==> src/rtl/compass_heading_from_xy_core_defines.svh <==
// Assertion macros shared by the compass heading RTL.
`ifndef COMPASS_HEADING_FROM_XY_CORE_DEFINES_SVH
`define COMPASS_HEADING_FROM_XY_CORE_DEFINES_SVH

`ifndef SYNTHESIS
// Same-cycle implication.
`define CHXY_ASSERT_IMPLIES(label, clk, rst, ante, cons) \
   label: assert property (@(posedge clk) disable iff (rst) (ante) |-> (cons)) \
      else $error("assertion failed: same-cycle implication");
// Next-cycle implication; the consequent may carry a further constant delay.
`define CHXY_ASSERT_NEXT(label, clk, rst, ante, cons) \
   label: assert property (@(posedge clk) disable iff (rst) (ante) |=> cons) \
      else $error("assertion failed: next-cycle implication");
`else
`define CHXY_ASSERT_IMPLIES(label, clk, rst, ante, cons)
`define CHXY_ASSERT_NEXT(label, clk, rst, ante, cons)
`endif

`endif

==> src/rtl/chxy_pkg.sv <==
package chxy_pkg;

   // Angle search: whole degrees 0..44 inside one octant, six bits.
   localparam int ANGLE_BITS = 6;
   localparam logic [ANGLE_BITS-1:0] OCTANT_LAST = 6'd44;
   localparam int TAB_DEPTH = 45;

   // In-quadrant angle for equal legs and the top of a quadrant.
   localparam logic [6:0] ANGLE_EQUAL    = 7'd45;
   localparam logic [6:0] ANGLE_QUAD_TOP = 7'd89;

   // Quadrant codes, measured clockwise from +x toward -y.
   localparam logic [1:0] QUAD_0 = 2'd0;
   localparam logic [1:0] QUAD_1 = 2'd1;
   localparam logic [1:0] QUAD_2 = 2'd2;
   localparam logic [1:0] QUAD_3 = 2'd3;

   localparam logic [8:0] BASE_Q0 = 9'd0;
   localparam logic [8:0] BASE_Q1 = 9'd90;
   localparam logic [8:0] BASE_Q2 = 9'd180;
   localparam logic [8:0] BASE_Q3 = 9'd270;
   localparam logic [8:0] HEADING_LIMIT = 9'd360;

   // Control that travels with each item down the pipe.
   typedef struct packed {
      logic       valid;
      logic [1:0] quad;
      logic       equal;
      logic       swap;
   } meta_type;

   // Q2.62 trig tables, built at elaboration by Taylor series.
   localparam logic [63:0] Q62_ONE = 64'h4000_0000_0000_0000;
   localparam logic [63:0] PI_Q62  = 64'hC90F_DAA2_2168_C235;
   localparam logic [63:0] DEG_Q62 = PI_Q62 / 64'd180;
   localparam int TAYLOR_TERMS = 12;

   typedef logic [63:0] trig_tab_type [0:TAB_DEPTH-1];

   function automatic logic [63:0] qmul(logic [63:0] a, logic [63:0] b);
      logic [127:0] p;
      p = 128'(a) * 128'(b);
      return p[125:62];
   endfunction

   // Restoring long division, used only while the tables are built.
   function automatic logic [63:0] udiv64(logic [63:0] num, logic [63:0] den);
      logic [64:0] rem;
      logic [63:0] quo;
      rem = '0;
      quo = '0;
      for (int b = 63; b >= 0; b--) begin
         rem = {rem[63:0], num[b]};
         if (rem >= {1'b0, den}) begin
            rem    = rem - {1'b0, den};
            quo[b] = 1'b1;
         end
      end
      return quo;
   endfunction

   function automatic trig_tab_type build_tab(logic want_cos);
      trig_tab_type tab;
      logic [63:0] t;
      logic [63:0] t2;
      logic [63:0] s;
      logic [63:0] c;
      logic [63:0] ts;
      logic [63:0] tc;
      logic [63:0] ds;
      logic [63:0] dc;
      for (int k = 0; k < TAB_DEPTH; k++) begin
         t  = 64'(DEG_Q62 * 64'(k));
         t2 = qmul(t, t);
         s  = t;
         c  = Q62_ONE;
         ts = t;
         tc = Q62_ONE;
         for (int n = 1; n <= TAYLOR_TERMS; n++) begin
            ds = 64'((2 * n) * (2 * n + 1));
            dc = 64'((2 * n - 1) * (2 * n));
            ts = udiv64(qmul(ts, t2), ds);
            tc = udiv64(qmul(tc, t2), dc);
            if (n % 2 == 1) begin
               s = s - ts;
               c = c - tc;
            end else begin
               s = s + ts;
               c = c + tc;
            end
         end
         tab[k] = want_cos ? c : s;
      end
      return tab;
   endfunction

   localparam trig_tab_type SIN_TAB = build_tab(1'b0);
   localparam trig_tab_type COS_TAB = build_tab(1'b1);

endpackage

==> src/rtl/chxy_prep.sv <==
`include "compass_heading_from_xy_core_defines.svh"

module chxy_prep #(
   parameter int AXIS_WIDTH = 16
) (
   input  logic                  clock,
   input  logic                  reset,
   input  logic                  accept,
   input  logic [AXIS_WIDTH-1:0] field_x,
   input  logic [AXIS_WIDTH-1:0] field_y,
   output chxy_pkg::meta_type    meta_o,
   output logic [AXIS_WIDTH-1:0] u_o,
   output logic [AXIS_WIDTH-1:0] v_o
);

   logic                  x_neg;
   logic                  y_neg;
   logic [AXIS_WIDTH-1:0] ax;
   logic [AXIS_WIDTH-1:0] ay;
   logic                  x_pos;
   logic                  ey_pos;
   logic                  ey_neg;
   logic [AXIS_WIDTH-1:0] leg_a;
   logic [AXIS_WIDTH-1:0] leg_b;
   logic [1:0]            quad;
   chxy_pkg::meta_type    meta_in;
   chxy_pkg::meta_type    meta_ff;
   logic [AXIS_WIDTH-1:0] u_in;
   logic [AXIS_WIDTH-1:0] v_in;
   logic [AXIS_WIDTH-1:0] u_ff;
   logic [AXIS_WIDTH-1:0] v_ff;

   // Split each axis into sign and magnitude; the most negative value wraps to 2^(W-1).
   always_comb begin
      x_neg  = field_x[AXIS_WIDTH-1];
      y_neg  = field_y[AXIS_WIDTH-1];
      ax     = x_neg ? AXIS_WIDTH'(-field_x) : field_x;
      ay     = y_neg ? AXIS_WIDTH'(-field_y) : field_y;
      x_pos  = !x_neg && (ax != '0);
      ey_pos = y_neg && (ay != '0);
      ey_neg = !y_neg && (ay != '0);
   end

   // Pick the quadrant and its two legs; the angle grows toward -y.
   always_comb begin
      priority if ((ax == '0) && (ay == '0)) begin
         quad  = chxy_pkg::QUAD_0;
         leg_a = '0;
         leg_b = AXIS_WIDTH'(1);
      end else if (x_pos && !ey_neg) begin
         quad  = chxy_pkg::QUAD_0;
         leg_a = ay;
         leg_b = ax;
      end else if (!x_pos && ey_pos) begin
         quad  = chxy_pkg::QUAD_1;
         leg_a = ax;
         leg_b = ay;
      end else if (x_neg && !ey_pos) begin
         quad  = chxy_pkg::QUAD_2;
         leg_a = ay;
         leg_b = ax;
      end else begin
         quad  = chxy_pkg::QUAD_3;
         leg_a = ax;
         leg_b = ay;
      end
   end

   // Order the legs so the octant search always sees u <= v.
   always_comb begin
      meta_in.valid = accept;
      meta_in.quad  = quad;
      meta_in.equal = (leg_a == leg_b);
      meta_in.swap  = (leg_a > leg_b);
      u_in          = meta_in.swap ? leg_b : leg_a;
      v_in          = meta_in.swap ? leg_a : leg_b;
   end

   always_ff @(posedge clock) begin
      if (reset) begin
         meta_ff <= '0;
      end else begin
         meta_ff <= meta_in;
      end
   end

   always_ff @(posedge clock) begin
      u_ff <= u_in;
      v_ff <= v_in;
   end

   assign meta_o = meta_ff;
   assign u_o    = u_ff;
   assign v_o    = v_ff;

   `CHXY_ASSERT_IMPLIES(a_prep_order, clock, reset, meta_ff.valid, u_ff <= v_ff)

endmodule

==> config.mk <==
export PLATFORM = sky130hd
export DESIGN_NAME = chxy_prep
export DESIGN_NICKNAME = d
export VERILOG_FILES = /design/src/rtl/chxy_pkg.sv /design/src/rtl/chxy_prep.sv
export VERILOG_INCLUDE_DIRS = /design/src /design/src/rtl
export SDC_FILE = /design/constraint.sdc
export NUM_CORES = 1
export LEC_CHECK = 0
export BUFFER_PORTS_ARGS = -buffer_cell sky130_fd_sc_hd__clkbuf_2
export CAP_MARGIN = 20
export CORE_MARGIN = 1
export CORE_UTILIZATION = 48
export CTS_BUF_LIST = sky130_fd_sc_hd__clkbuf_8
export DETAILED_ROUTE_END_ITERATION = 7
export PLACE_DENSITY = 0.73
export REMOVE_ABC_BUFFERS = 1
export SLEW_MARGIN = 10
export SYNTH_ARGS = -nofsm -noshare
export SYNTH_HDL_FRONTEND = slang
export SYNTH_SLANG_ARGS = --single-unit
==> constraint.sdc <==
create_clock -name clock -period 4.85 [get_ports clock]
set_clock_uncertainty 0.15 [all_clocks]
set_input_delay 0 -clock clock [delete_from_list [all_inputs] [get_ports clock]]
set_output_delay 0 -clock clock [all_outputs]
set_load 0.01 [all_outputs]
-- After elaboration in Yosys (flattened, before gate mapping)
Index checks and enable logic that the tools add are counted.
Widths: inputs -> output; s select.
- reductions and logical operators: 18
- multiplexer cells: 14
- add/subtract/negate cells: 2
- equal/unequal tests: 1
- order comparisons: 1
- operator list (kind ; count):
    $mux 16 ; 12
    $logic_not 16->1 ; 2
    $neg 16->16 ; 2
    $reduce_bool 16->1 ; 2
    $eq 16x16->1 ; 1
    $gt 16x16->1 ; 1
    $logic_and 1x1->1 ; 7
    $logic_not 1->1 ; 5
    $reduce_or 4->1 ; 1
    $reduce_or 3->1 ; 1
    $mux 1 ; 2
- flip-flop bits (word level): 37
- output and inout port bits: 37
- input bits: 35
- word-level logic and storage cells: 43

-- Depth between registers and ports, before layout
Gate-level depths: netlist of run 1.
- depth in word-level cells: 12
- gate-level depth with buffers: 23
- gate-level depth less buffers: 21

-- Worst setup path after synthesis of run 1
OpenSTA, ideal clock, no wires.
- path type: input to register
- from: input field_y[7]
- to: register u_ff[0] (netlist: u_o[0])
- stages: 20
- library setup time: 0.122 ns
- data required time: 4.578 ns
- slack: -0.181 ns
- arrival time: 4.759 ns
- cell sequence: buf_2 or4_1 o41ai_2 xor2_1 nand4_1 o31a_1 o21ai_0 clkbuf_1 nor2_1 a21oi_1 ha_1 a211o_1 o211ai_1 a21oi_1 o311a_1 nor2_1 nor2_1 o21ai_0 a41oi_1 a221o_1
- longest elaborated chain between the ends: 12
- elaborated cells between the ends (all ways): 22
- RTL lines (item ; line ; text):
    start, declared ; chxy_prep.sv:10 ; input logic [AXIS_WIDTH-1:0] field_y,
    $neg 16->16 ; chxy_prep.sv:38 ; ay = y_neg ? AXIS_WIDTH'(-field_y) : field_y;
    $mux 16 (*) ; chxy_prep.sv:38 ;
    $reduce_bool 16->1 ; chxy_prep.sv:40, chxy_prep.sv:41 ;
    $logic_and 1x1->1 ; chxy_prep.sv:40 ; ey_pos = y_neg && (ay != '0);
    $logic_not 1->1 ; chxy_prep.sv:58 ; end else if (x_neg && !ey_pos) begin
    $logic_and 1x1->1 ; chxy_prep.sv:58 ;
    $mux 16 ; chxy_prep.sv:58 ;
    $mux 16 ; chxy_prep.sv:54 ; end else if (!x_pos && ey_pos) begin
    $mux 16 ; chxy_prep.sv:50 ; end else if (x_pos && !ey_neg) begin
    $mux 16 ; chxy_prep.sv:46 ; priority if ((ax == '0) && (ay == '0)) begin
    $gt 16x16->1 ; chxy_prep.sv:74 ; meta_in.swap = (leg_a > leg_b);
    $mux 16 (*) ; chxy_prep.sv:75 ; u_in = meta_in.swap ? leg_b : leg_a;
    via u_in[0] ; chxy_prep.sv:28 ; logic [AXIS_WIDTH-1:0] u_in;
    end signal, assigned ; chxy_prep.sv:88 ; u_ff <= u_in;
    end, declared ; chxy_prep.sv:30 ; logic [AXIS_WIDTH-1:0] u_ff;
Mark *: on every way through the listed nets, which the timed path passes. The rest lies on a longest branch.
A chain may end at the register's enable or synchronous reset.

-- Final worst setup path of run 1
- from: input field_y[3]
- to: register u_ff[9] (netlist: u_o[9])
Same word-level chain as after synthesis.

==> results of run 1 <==
cell usage in the layout, fill, tap and decap left out, types with 4 or more instances in the layout:
cell and instances:
nor2_1 32, o31ai_1 4, nand4_1 8, nor4_1 6
xor2_1 16, buf_4 77, dlygate4sd3_1 4, o21ai_0 14
nor3_1 9, a21oi_1 18, or3_1 8, mux2_2 9
inv_1 12, mux2i_1 32, a211o_1 4, clkbuf_8 5
ha_1 19, nand2b_1 4, or2_2 5, nand3_1 5
o211ai_1 5, xnor2_1 7, dfxtp_1 37, nor2b_1 10
clkbuf_2 71, nand2_1 32
where the power goes:
group / internal [mW] / leakage, nW / total, mW / switching, mW
sequential: 0.386 / 0.311 / 0.406 / 0.0198
clock: 0.204 / 0.0681 / 0.318 / 0.114
combinational: 0.331 / 1.72 / 0.674 / 0.343
routing by layer:
metal | GRT usage, % | up-vias | part of all wire, %
li1 | - | 1709 | -
met1 | 33.3 | 1649 | 43
met2 | 44.9 | 140 | 50
met3 | 2.68 | 21 | 5.3
met4 | 7.86 | 0 | 2.2
met5 | 0 | - | 0
synth_stat cells, types with 2 or more instances:
library cell  count  area (um2)
nor2_1           32         120
o21a_1            2        15.0
ha_1             19         238
or3_1             8        50.1
a211oi_1          4        30.0
nand4_1           8        50.1
nand3_1           5        25.0
a211o_1           4        35.0
a41oi_1           2        17.5
nand3b_1          2        15.0
a21oi_1          18        90.1
buf_6             2        22.5
and4_1            2        17.5
buf_2             4        20.0
o311ai_0          2        17.5
dfxtp_1          37         741
mux2i_1          32         320
mux2_2            9         101
nand2b_1          4        25.0
and2_1            2        12.5
nor2b_1          10        62.6
a31oi_1           3        18.8
o31a_1            2        17.5
o211ai_1          5        37.5
nor4_1            6        37.5
or4_1             4        30.0
xor2_1           16         140
o41ai_2           4        65.1
nor3_1            9        45.0
nor3b_1           2        15.0
inv_1            12        45.0
xnor2_1           8        70.1
mux2_1            2        22.5
o21ai_0          17        85.1
clkbuf_1         12        45.0
or2_2             6        37.5
nand2_1          32         120
o31ai_1           6        45.0
nor4b_1           2        17.5
through the flow:
step           instance area, um2  cells  util, %
2_1_floorplan                3080    362        -
3_3_place_gp                 4110    587     64.4
3_5_place_dp                 4110    587     64.4
4_1_cts                      4290    599     67.1
5_1_grt                      4430    605     69.3
6_report                     4430    605     69.3
area by class of cell:
cell class	instances	area [um2]
inverters	13	48.8
repair buffers	158	1050
clock inverters	3	65.1
clock buffers	5	68.8
multi-input cells	312	2350
fillers	516	1960
flip-flops and latches	37	741
well taps	77	96.3
what timing repair did:
item                                    4_1_cts  5_1_grt
endpoints found under the hold margin         7        0
gates resized for setup                       0       18
endpoints found under the setup margin        0       30
setup buffers                                 0        5
hold buffers                                  4        0
sequential cells by signal, summed over array words and instances (netlist names):
register,cells
v_o,16
u_o,16
meta_o,5
how the worst max path moves through the flow:
stage | slack [ns] | cells past startpoint | endpoint
after detailed placement | -0.18 | 22 | v_o[0]
after global placement | -0.14 | 23 | u_o[0]
after CTS | 0.04 | 23 | u_o[0]
final | 0.16 | 23 | u_o[9]
after global routing | -0.04 | 24 | u_o[0]
after floorplan | -0.59 | 15 | u_o[12]
logic make-up after synthesis:
kind of cell	count (synthesis)	share of synthesized area (%)
xor gates and xnor gates	25	7.47
AOI/OAI and AO/OA	85	20.0
buffers and inverters	33	4.64
muxes	43	14.0
adders and majority gates	19	7.47
DFF	37	23.3
and+or+nand+nor	140	23.2
==> impl_metrics.toml, run 1 <==
[setup_path]
startpoint_type = "input port"
slowest_delay_ns = 0.54
critical_path_class = "input port to flop"
crit_path_end_kind = "flop"
cp_max_fo = 9
crit_path_frequent_cell = "buf_4"
startpoint = "field_y[3]"
arrival_ns = 4.71
cp.buffers_inverters = 8
cp.required_ns = 4.87
crit_path_cell_trace = "clkbuf_2, or4_1, buf_6, o41ai_4, xor2_1, nand4_1, o31a_1, buf_4, o21ai_2, buf_4, buf_4, nor2_1, a21oi_1, ha_1, buf_4, a21oi_1, a31oi_1, o311a_1, nor2_1, buf_4, xnor2_4, buf_12, mux2_1"
cpMaxStageDelayCell = "or4_1"
cp_top_family = "compound AO/OA/AOI/OAI gates"

[hold_path]
min-delay-start = "field_y[0]"
hp-class = "input port to flop"
min_to = "v_o[0]"
hold_depth = 4

[timing]
slew_violations = 0
fin_crit_ns = 4.69
fin_tns_setup_ns = 0
max_freq_ghz = 0.213
max_slew_margin_pct = 55.0
period_share_pct = 96.8
setup_violations = 0
timing.hold.ws_ns = 0.0136
tightest_slew_ns = 0.670
worst_slack_ns = 0.156
finalHoldViolCount = 0

[floorplanning]
die_w_um = 83.4
dieArea_um2 = 6960
std_cell_rows = 29
die_y_um = 83.4
start_util_pct = 49.8
core-area_um2 = 6390
ios = 72

[clock_network]
cts_buffers = 5
cts_sinks = 37
clk_path_buf_depth = 2
cts_root_buffer = "clkbuf_8"
clk_pin_slew_ns = 0.08
cts_tree = "done"
h-tree-depth = 2

[yosys]
netlist_instances = 382
ys_seq_area_share_pct = 23.3
synthFlopType = "dfxtp_1"
synth_cell_type_count = 65
synth_area_um2 = 3180
avgSynthCellArea_um2 = 8.33
yosysWarningCount = 0
synth_edf_count = 0
synth_seq_cells = 37
async_flop_share_pct = 0

[route]
wl_per_cell_um = 15.7
drt-pass1-iter-count = 6
ant_nets = 0
drc = 0
vias = 3519
via_per_inst = 5.82
wirelength_um = 9500
drt_iter0_drc = 160

[global_route]
grt_pass1_vias = 3222
antenna_found_initial = 0
grt_pass1_wl_um = 14700
grt_use_total_pct = 25.7
grt_max_degree = 15
overflow = 0

[placement]
hpwl_um = 7080
place_congestion = 0.944
portBuffers = 71
pre_cts_ws_ns = -0.185

[job]
max-cap-violations = 0

[outcome]
status = "finished, final reports clean"

[final_layout]
syn_to_final_growth_pct = 39.1
diodes = 0
nNetsFinal = 581
drive_above_1_share_pct = 36.9

[pwr]
totalPowerFinal_mw = 1.40
p_leak_nw = 2.10
powerDensity_nw_per_um2 = 316
ir_drop_mv = 0.248
(Power assumes the default switching activity.)
==> inputs of run 2 (changes only) <==
Settings changed: CELL_PAD_IN_SITES_DETAIL_PLACEMENT from default to 2, CELL_PAD_IN_SITES_GLOBAL_PLACEMENT from default to 2, CORE_UTILIZATION 48 to 30, PLACE_DENSITY 0.73 to 0.77.
==> run 2 against run 1 <==
The flow now finishes with violations (setup timing); maximum frequency fell by 8.6%; critical path depth increased by 1; non-clock buffer count increased by 21; die area is 58% higher; global-route usage decreased by 0.087 points; sequential power grew 3%; utilization shrank 22 points; flip-flop and latch count unchanged; combinational power rose by 25%; via count grew 11%; worst hold slack better by 0.014 ns; highest routed layer unchanged.
==> impl_metrics.toml, run 2 (same netlist as run 1, synthesis figures left out) <==
[outcome]
status = "complete, but fails checks"
violations = "setup timing"

[floorplanning]
ios = 72
dieArea_um2 = 11000
std_cell_rows = 37
die_w_um = 105
die_y_um = 105
start_util_pct = 30.8
core-area_um2 = 10300

[setup_path]
critical_path_class = "input port to flop"
cp.required_ns = 4.92
cp_max_fo = 10
crit_path_end_kind = "flop"
startpoint_type = "input port"
arrival_ns = 5.20

[route]
drt_iter0_drc = 198
drc = 0
drt-pass1-iter-count = 4
wirelength_um = 17800
vias = 3896
ant_nets = 0
via_per_inst = 5.70
wl_per_cell_um = 26.1

[pwr]
ir_drop_mv = 0.162
powerDensity_nw_per_um2 = 303
p_leak_nw = 2.28

[placement]
hpwl_um = 10600
place_congestion = 0.803
pre_cts_ws_ns = -0.540
place_area_um2 = 4240
dp.cells = 651
portBuffers = 71

[timing]
max_freq_ghz = 0.195
slew_violations = 0
setup_violations = 31
period_share_pct = 106
finalHoldViolCount = 0
fin_crit_ns = 5.14
fin_tns_setup_ns = -5.33
worst_slack_ns = -0.285
max_slew_margin_pct = 54.9
tightest_slew_ns = 0.672

[hold_path]
min-delay-start = "field_x[0]"
hold_depth = 4
min_to = "v_o[0]"
hp-class = "input port to flop"

[job]
max-cap-violations = 0

[clock_network]
cts_tree = "done"
clk_path_buf_depth = 2
cts_root_buffer = "clkbuf_8"
h-tree-depth = 2
cts_buffers = 5
cts_sinks = 37
clk_pin_slew_ns = 0.08

[final_layout]
syn_to_final_growth_pct = 53.2
stdcell_count = 683
drive_above_1_share_pct = 44.2
fin_util_pct = 47.2
most-common-layout-cells = "buf_4, clkbuf_2, dfxtp_1"
nNetsFinal = 602
diodes = 0
num-fill-cells = 1157
final_common_cell = "buf_4"
post-route-cell-area_um2 = 4880

[global_route]
grt_use_total_pct = 25.6
grt_pass1_vias = 4223
grt_max_degree = 15
overflow = 0
grt_pass1_wl_um = 22100
antenna_found_initial = 0
[run 2: cell types whose count changed in the layout (fill, tap and decap cells not counted), sizes merged]
cell,delta
buf,+22
bufinv,-2
clkdlybuf4s15,-1
[run 2: timing repair]
item | 4_1_cts | 5_1_grt
hold buffers | 4 | 0
pin swaps | 5 | 34
setup endpoints to repair | 29 | 30
hold endpoints to repair | 7 | 0
buffers inserted | 5 | 16
gates resized for setup | 12 | 61
cloned | 1 | 0
[run 2: metrics by stage]
step	hold WS [ns]	power, mW
final	0.0272	1.48
after global routing	0.0420	1.54
after CTS	0.0120	1.31
after detailed placement	0.102	1.08
after global placement	0.0585	1.04
after floorplan	-0.0809	0.761
[run 2: worst max-delay path: stages]
cell       delay (ns)
clkbuf_2         0.09
buf_4            0.15
nor3_1           0.39
a211oi_1         0.21
nor4_1           0.60
nand4_1          0.37
o31a_1           0.44
a2bb2oi_4        0.19
buf_6            0.16
buf_6            0.14
nand2_1          0.09
o211ai_1         0.14
ha_1             0.37
nor2b_4          0.15
o21ai_2          0.20
a31oi_1          0.12
o311a_1          0.39
nor2_4           0.14
buf_6            0.13
xnor2_4          0.15
buf_12           0.17
buf_8            0.13
nor2_1           0.04
a21oi_1          0.22
[run 2: worst max-delay path by stage]
| stage | start | end | slack, ns | cells past startpoint |
|---|---|---|---|---|
| 2_1_floorplan | field_x[4] | u_o[12] | -0.59 | 15 |
| 4_1_cts | field_y[3] | u_o[0] | 0.002 | 22 |
| 6_report | field_y[3] | u_o[14] | -0.29 | 24 |
| 3_3_place_gp | field_y[3] | v_o[0] | -0.14 | 23 |
| 5_1_grt | field_y[3] | u_o[14] | -0.39 | 24 |
| 3_5_place_dp | field_y[3] | u_o[0] | -0.54 | 22 |
[run 2: layout make-up]
class                   count  area (um2)  share of cell area (%)
clock buffers               5        68.8                    1.41
flip-flops and latches     37         741                    15.2
clock inverters             1        5.00                   0.103
repair buffers            179        1230                    25.3
inverters                  13        48.8                    1.00
multi-input cells         312        2610                    53.5
well taps                 136         170                    3.49
[run 2: power breakdown]
part	total (mW)	internal [mW]	switching [mW]	leakage [nW]
logic	0.845	0.380	0.465	1.93
registers	0.419	0.387	0.0327	0.311
clock network	0.214	0.0947	0.119	0.0399
[run 2: per-layer routing]
metal	wire length (um)	vias to the layer above	GRT usage, %
li1	-	1747	-
met1	6840	1931	28.3
met2	9370	149	47.9
met3	620	69	3.87
met4	999	0	11.9
met5	0	-	0
==> inputs of run 3 (changes only) <==
Settings changed: CORE_ASPECT_RATIO from default to 1.1, GPL_ROUTABILITY_DRIVEN from default to 0.
==> run 3 against run 2 <==
The run ends with hold timing, setup timing left; critical path depth is the same; worst hold slack got worse by 0.029 ns; sequential share of layout area is 0.17 points lower; routed wire length rose by 0.74%; largest power group unchanged; cell area grew 1.2%; clock power grew 11%; cell count grew 1.0%; total power up 3.3%; highest routed layer unchanged.
==> impl_metrics.toml, run 3 (same netlist as run 1, synthesis figures left out) <==
[outcome]
status = "complete, but fails checks"
violations = "hold timing, setup timing"

[final_layout]
drive_above_1_share_pct = 44.8
multi_input_area_um2 = 2630
most-common-layout-cells = "buf_4, clkbuf_2, dfxtp_1"
regArea_um2 = 741
nNetsFinal = 601
num-fill-cells = 1157
diodes = 0
syn_to_final_growth_pct = 55.0
fin_util_pct = 47.7
final_common_cell = "buf_4"

[placement]
hpwl_um = 11000
portBuffers = 71
pre_cts_ws_ns = -0.650

[timing]
worst_slack_ns = -0.327
period_share_pct = 107
tightest_slew_ns = 0.693
fin_crit_ns = 5.18
slew_violations = 0
setup_violations = 31
max_slew_margin_pct = 53.5
timing.hold.ws_ns = -0.00171
finalHoldViolCount = 1
rsz0062_at_grt = "yes"
max_freq_ghz = 0.193

[floorplanning]
dieArea_um2 = 11000
std_cell_rows = 39
die_y_um = 110
core-area_um2 = 10300
ios = 72
start_util_pct = 30.8
die_w_um = 100

[pwr]
p_int_mw = 0.895
switchingPower_mw = 0.632
p_leak_nw = 2.28
ir_drop_mv = 0.138
clkPwrFrac_pct = 15.6
powerDensity_nw_per_um2 = 310
power.share.switching_pct = 41.4
pwr-share-comb_pct = 57.0
seqPwrFrac_pct = 27.4

[clock_network]
cts_buffers = 5
clk_pin_slew_ns = 0.08
h-tree-depth = 2
cts_tree = "done"
clk_path_buf_depth = 2
cts_sinks = 37
cts_root_buffer = "clkbuf_8"

[setup_path]
cp.required_ns = 4.90
startpoint_type = "input port"
crit_path_end_kind = "flop"
critical_path_class = "input port to flop"
cp_max_fo = 7
startpoint = "field_y[3]"
arrival_ns = 5.23

[route]
drc = 0
wirelength_um = 18000
vias = 3891
via_per_inst = 5.64
drt-pass1-iter-count = 4
drt_iter0_drc = 183
wl_per_cell_um = 26.0
ant_nets = 0

[global_route]
grt_pass1_vias = 4046
grt_max_degree = 15
grt_use_total_pct = 25.8
grt_pass1_wl_um = 21500
overflow = 0
antenna_found_initial = 0

[hold_path]
hp-class = "input port to flop"
min-delay-start = "field_x[0]"

[job]
max-cap-violations = 0
run 3: critical path: stages:
cell and delay, ns:
clkbuf_2 0.10, buf_4 0.16, nor4_1 0.36, buf_4 0.21
a311oi_1 0.15, nor4_1 0.59, nand4_1 0.26, buf_4 0.21
o31ai_4 0.27, a2bb2oi_4 0.12, buf_6 0.15, buf_4 0.16
nand2_2 0.06, o21ai_0 0.12, ha_1 0.33, nand4_1 0.20
nor2_1 0.16, nand4_1 0.29, o21a_1 0.27, nor2_4 0.25
xnor2_4 0.18, buf_12 0.17, buf_6 0.14, mux2i_1 0.31
run 3: layout make-up:
type | count | area share, %
timing repair buffer | 178 | 25.3
multi-input combinational | 312 | 53.3
clock buffer | 6 | 1.67
tap | 143 | 3.63
clock inverter | 1 | 0.0761
inverter | 13 | 1.07
sequential | 37 | 15.0
run 3: timing repair:
action,in CTS,in global routing
pin swaps,3,31
endpoints found under the hold margin,6,0
endpoints found under the setup margin,28,31
hold buffers,4,0
cloned,0,1
buffers inserted,4,15
resized for setup,12,60
run 3: power by group through the flow:
stage	registers, mW	clock network, mW	logic, mW
global route	0.425	0.251	0.918
finish	0.419	0.237	0.871
global placement	0.414	0	0.639
floorplan	0.457	0	0.304
CTS	0.413	0.234	0.708
detailed placement	0.420	0	0.686
run 3: final timing paths:
check | endpoint | slack [ns] | cells after the start
min | v_o[0] | -0.002 | 4
max | u_o[2] | -0.33 | 24
run 3: routing by layer:
metal	global-route usage (%)	vias up	share of wire, %
met2	49.4	129	53
met3	2.59	59	3.2
met4	14.4	0	5.3
met1	27.7	1958	39
met5	0	-	0
li1	-	1745	-
run 3: metrics by stage:
stage	std cells	TNS (ns)	total power [mW]	cell area, um2
4_1_cts	675	0	1.36	4480
5_1_grt	690	-11.07	1.59	4930
3_5_place_dp	660	-11.27	1.11	4260
2_1_floorplan	362	-12.52	0.761	3080
6_report	690	-6.72	1.53	4930
3_3_place_gp	660	-3.58	1.05	4260
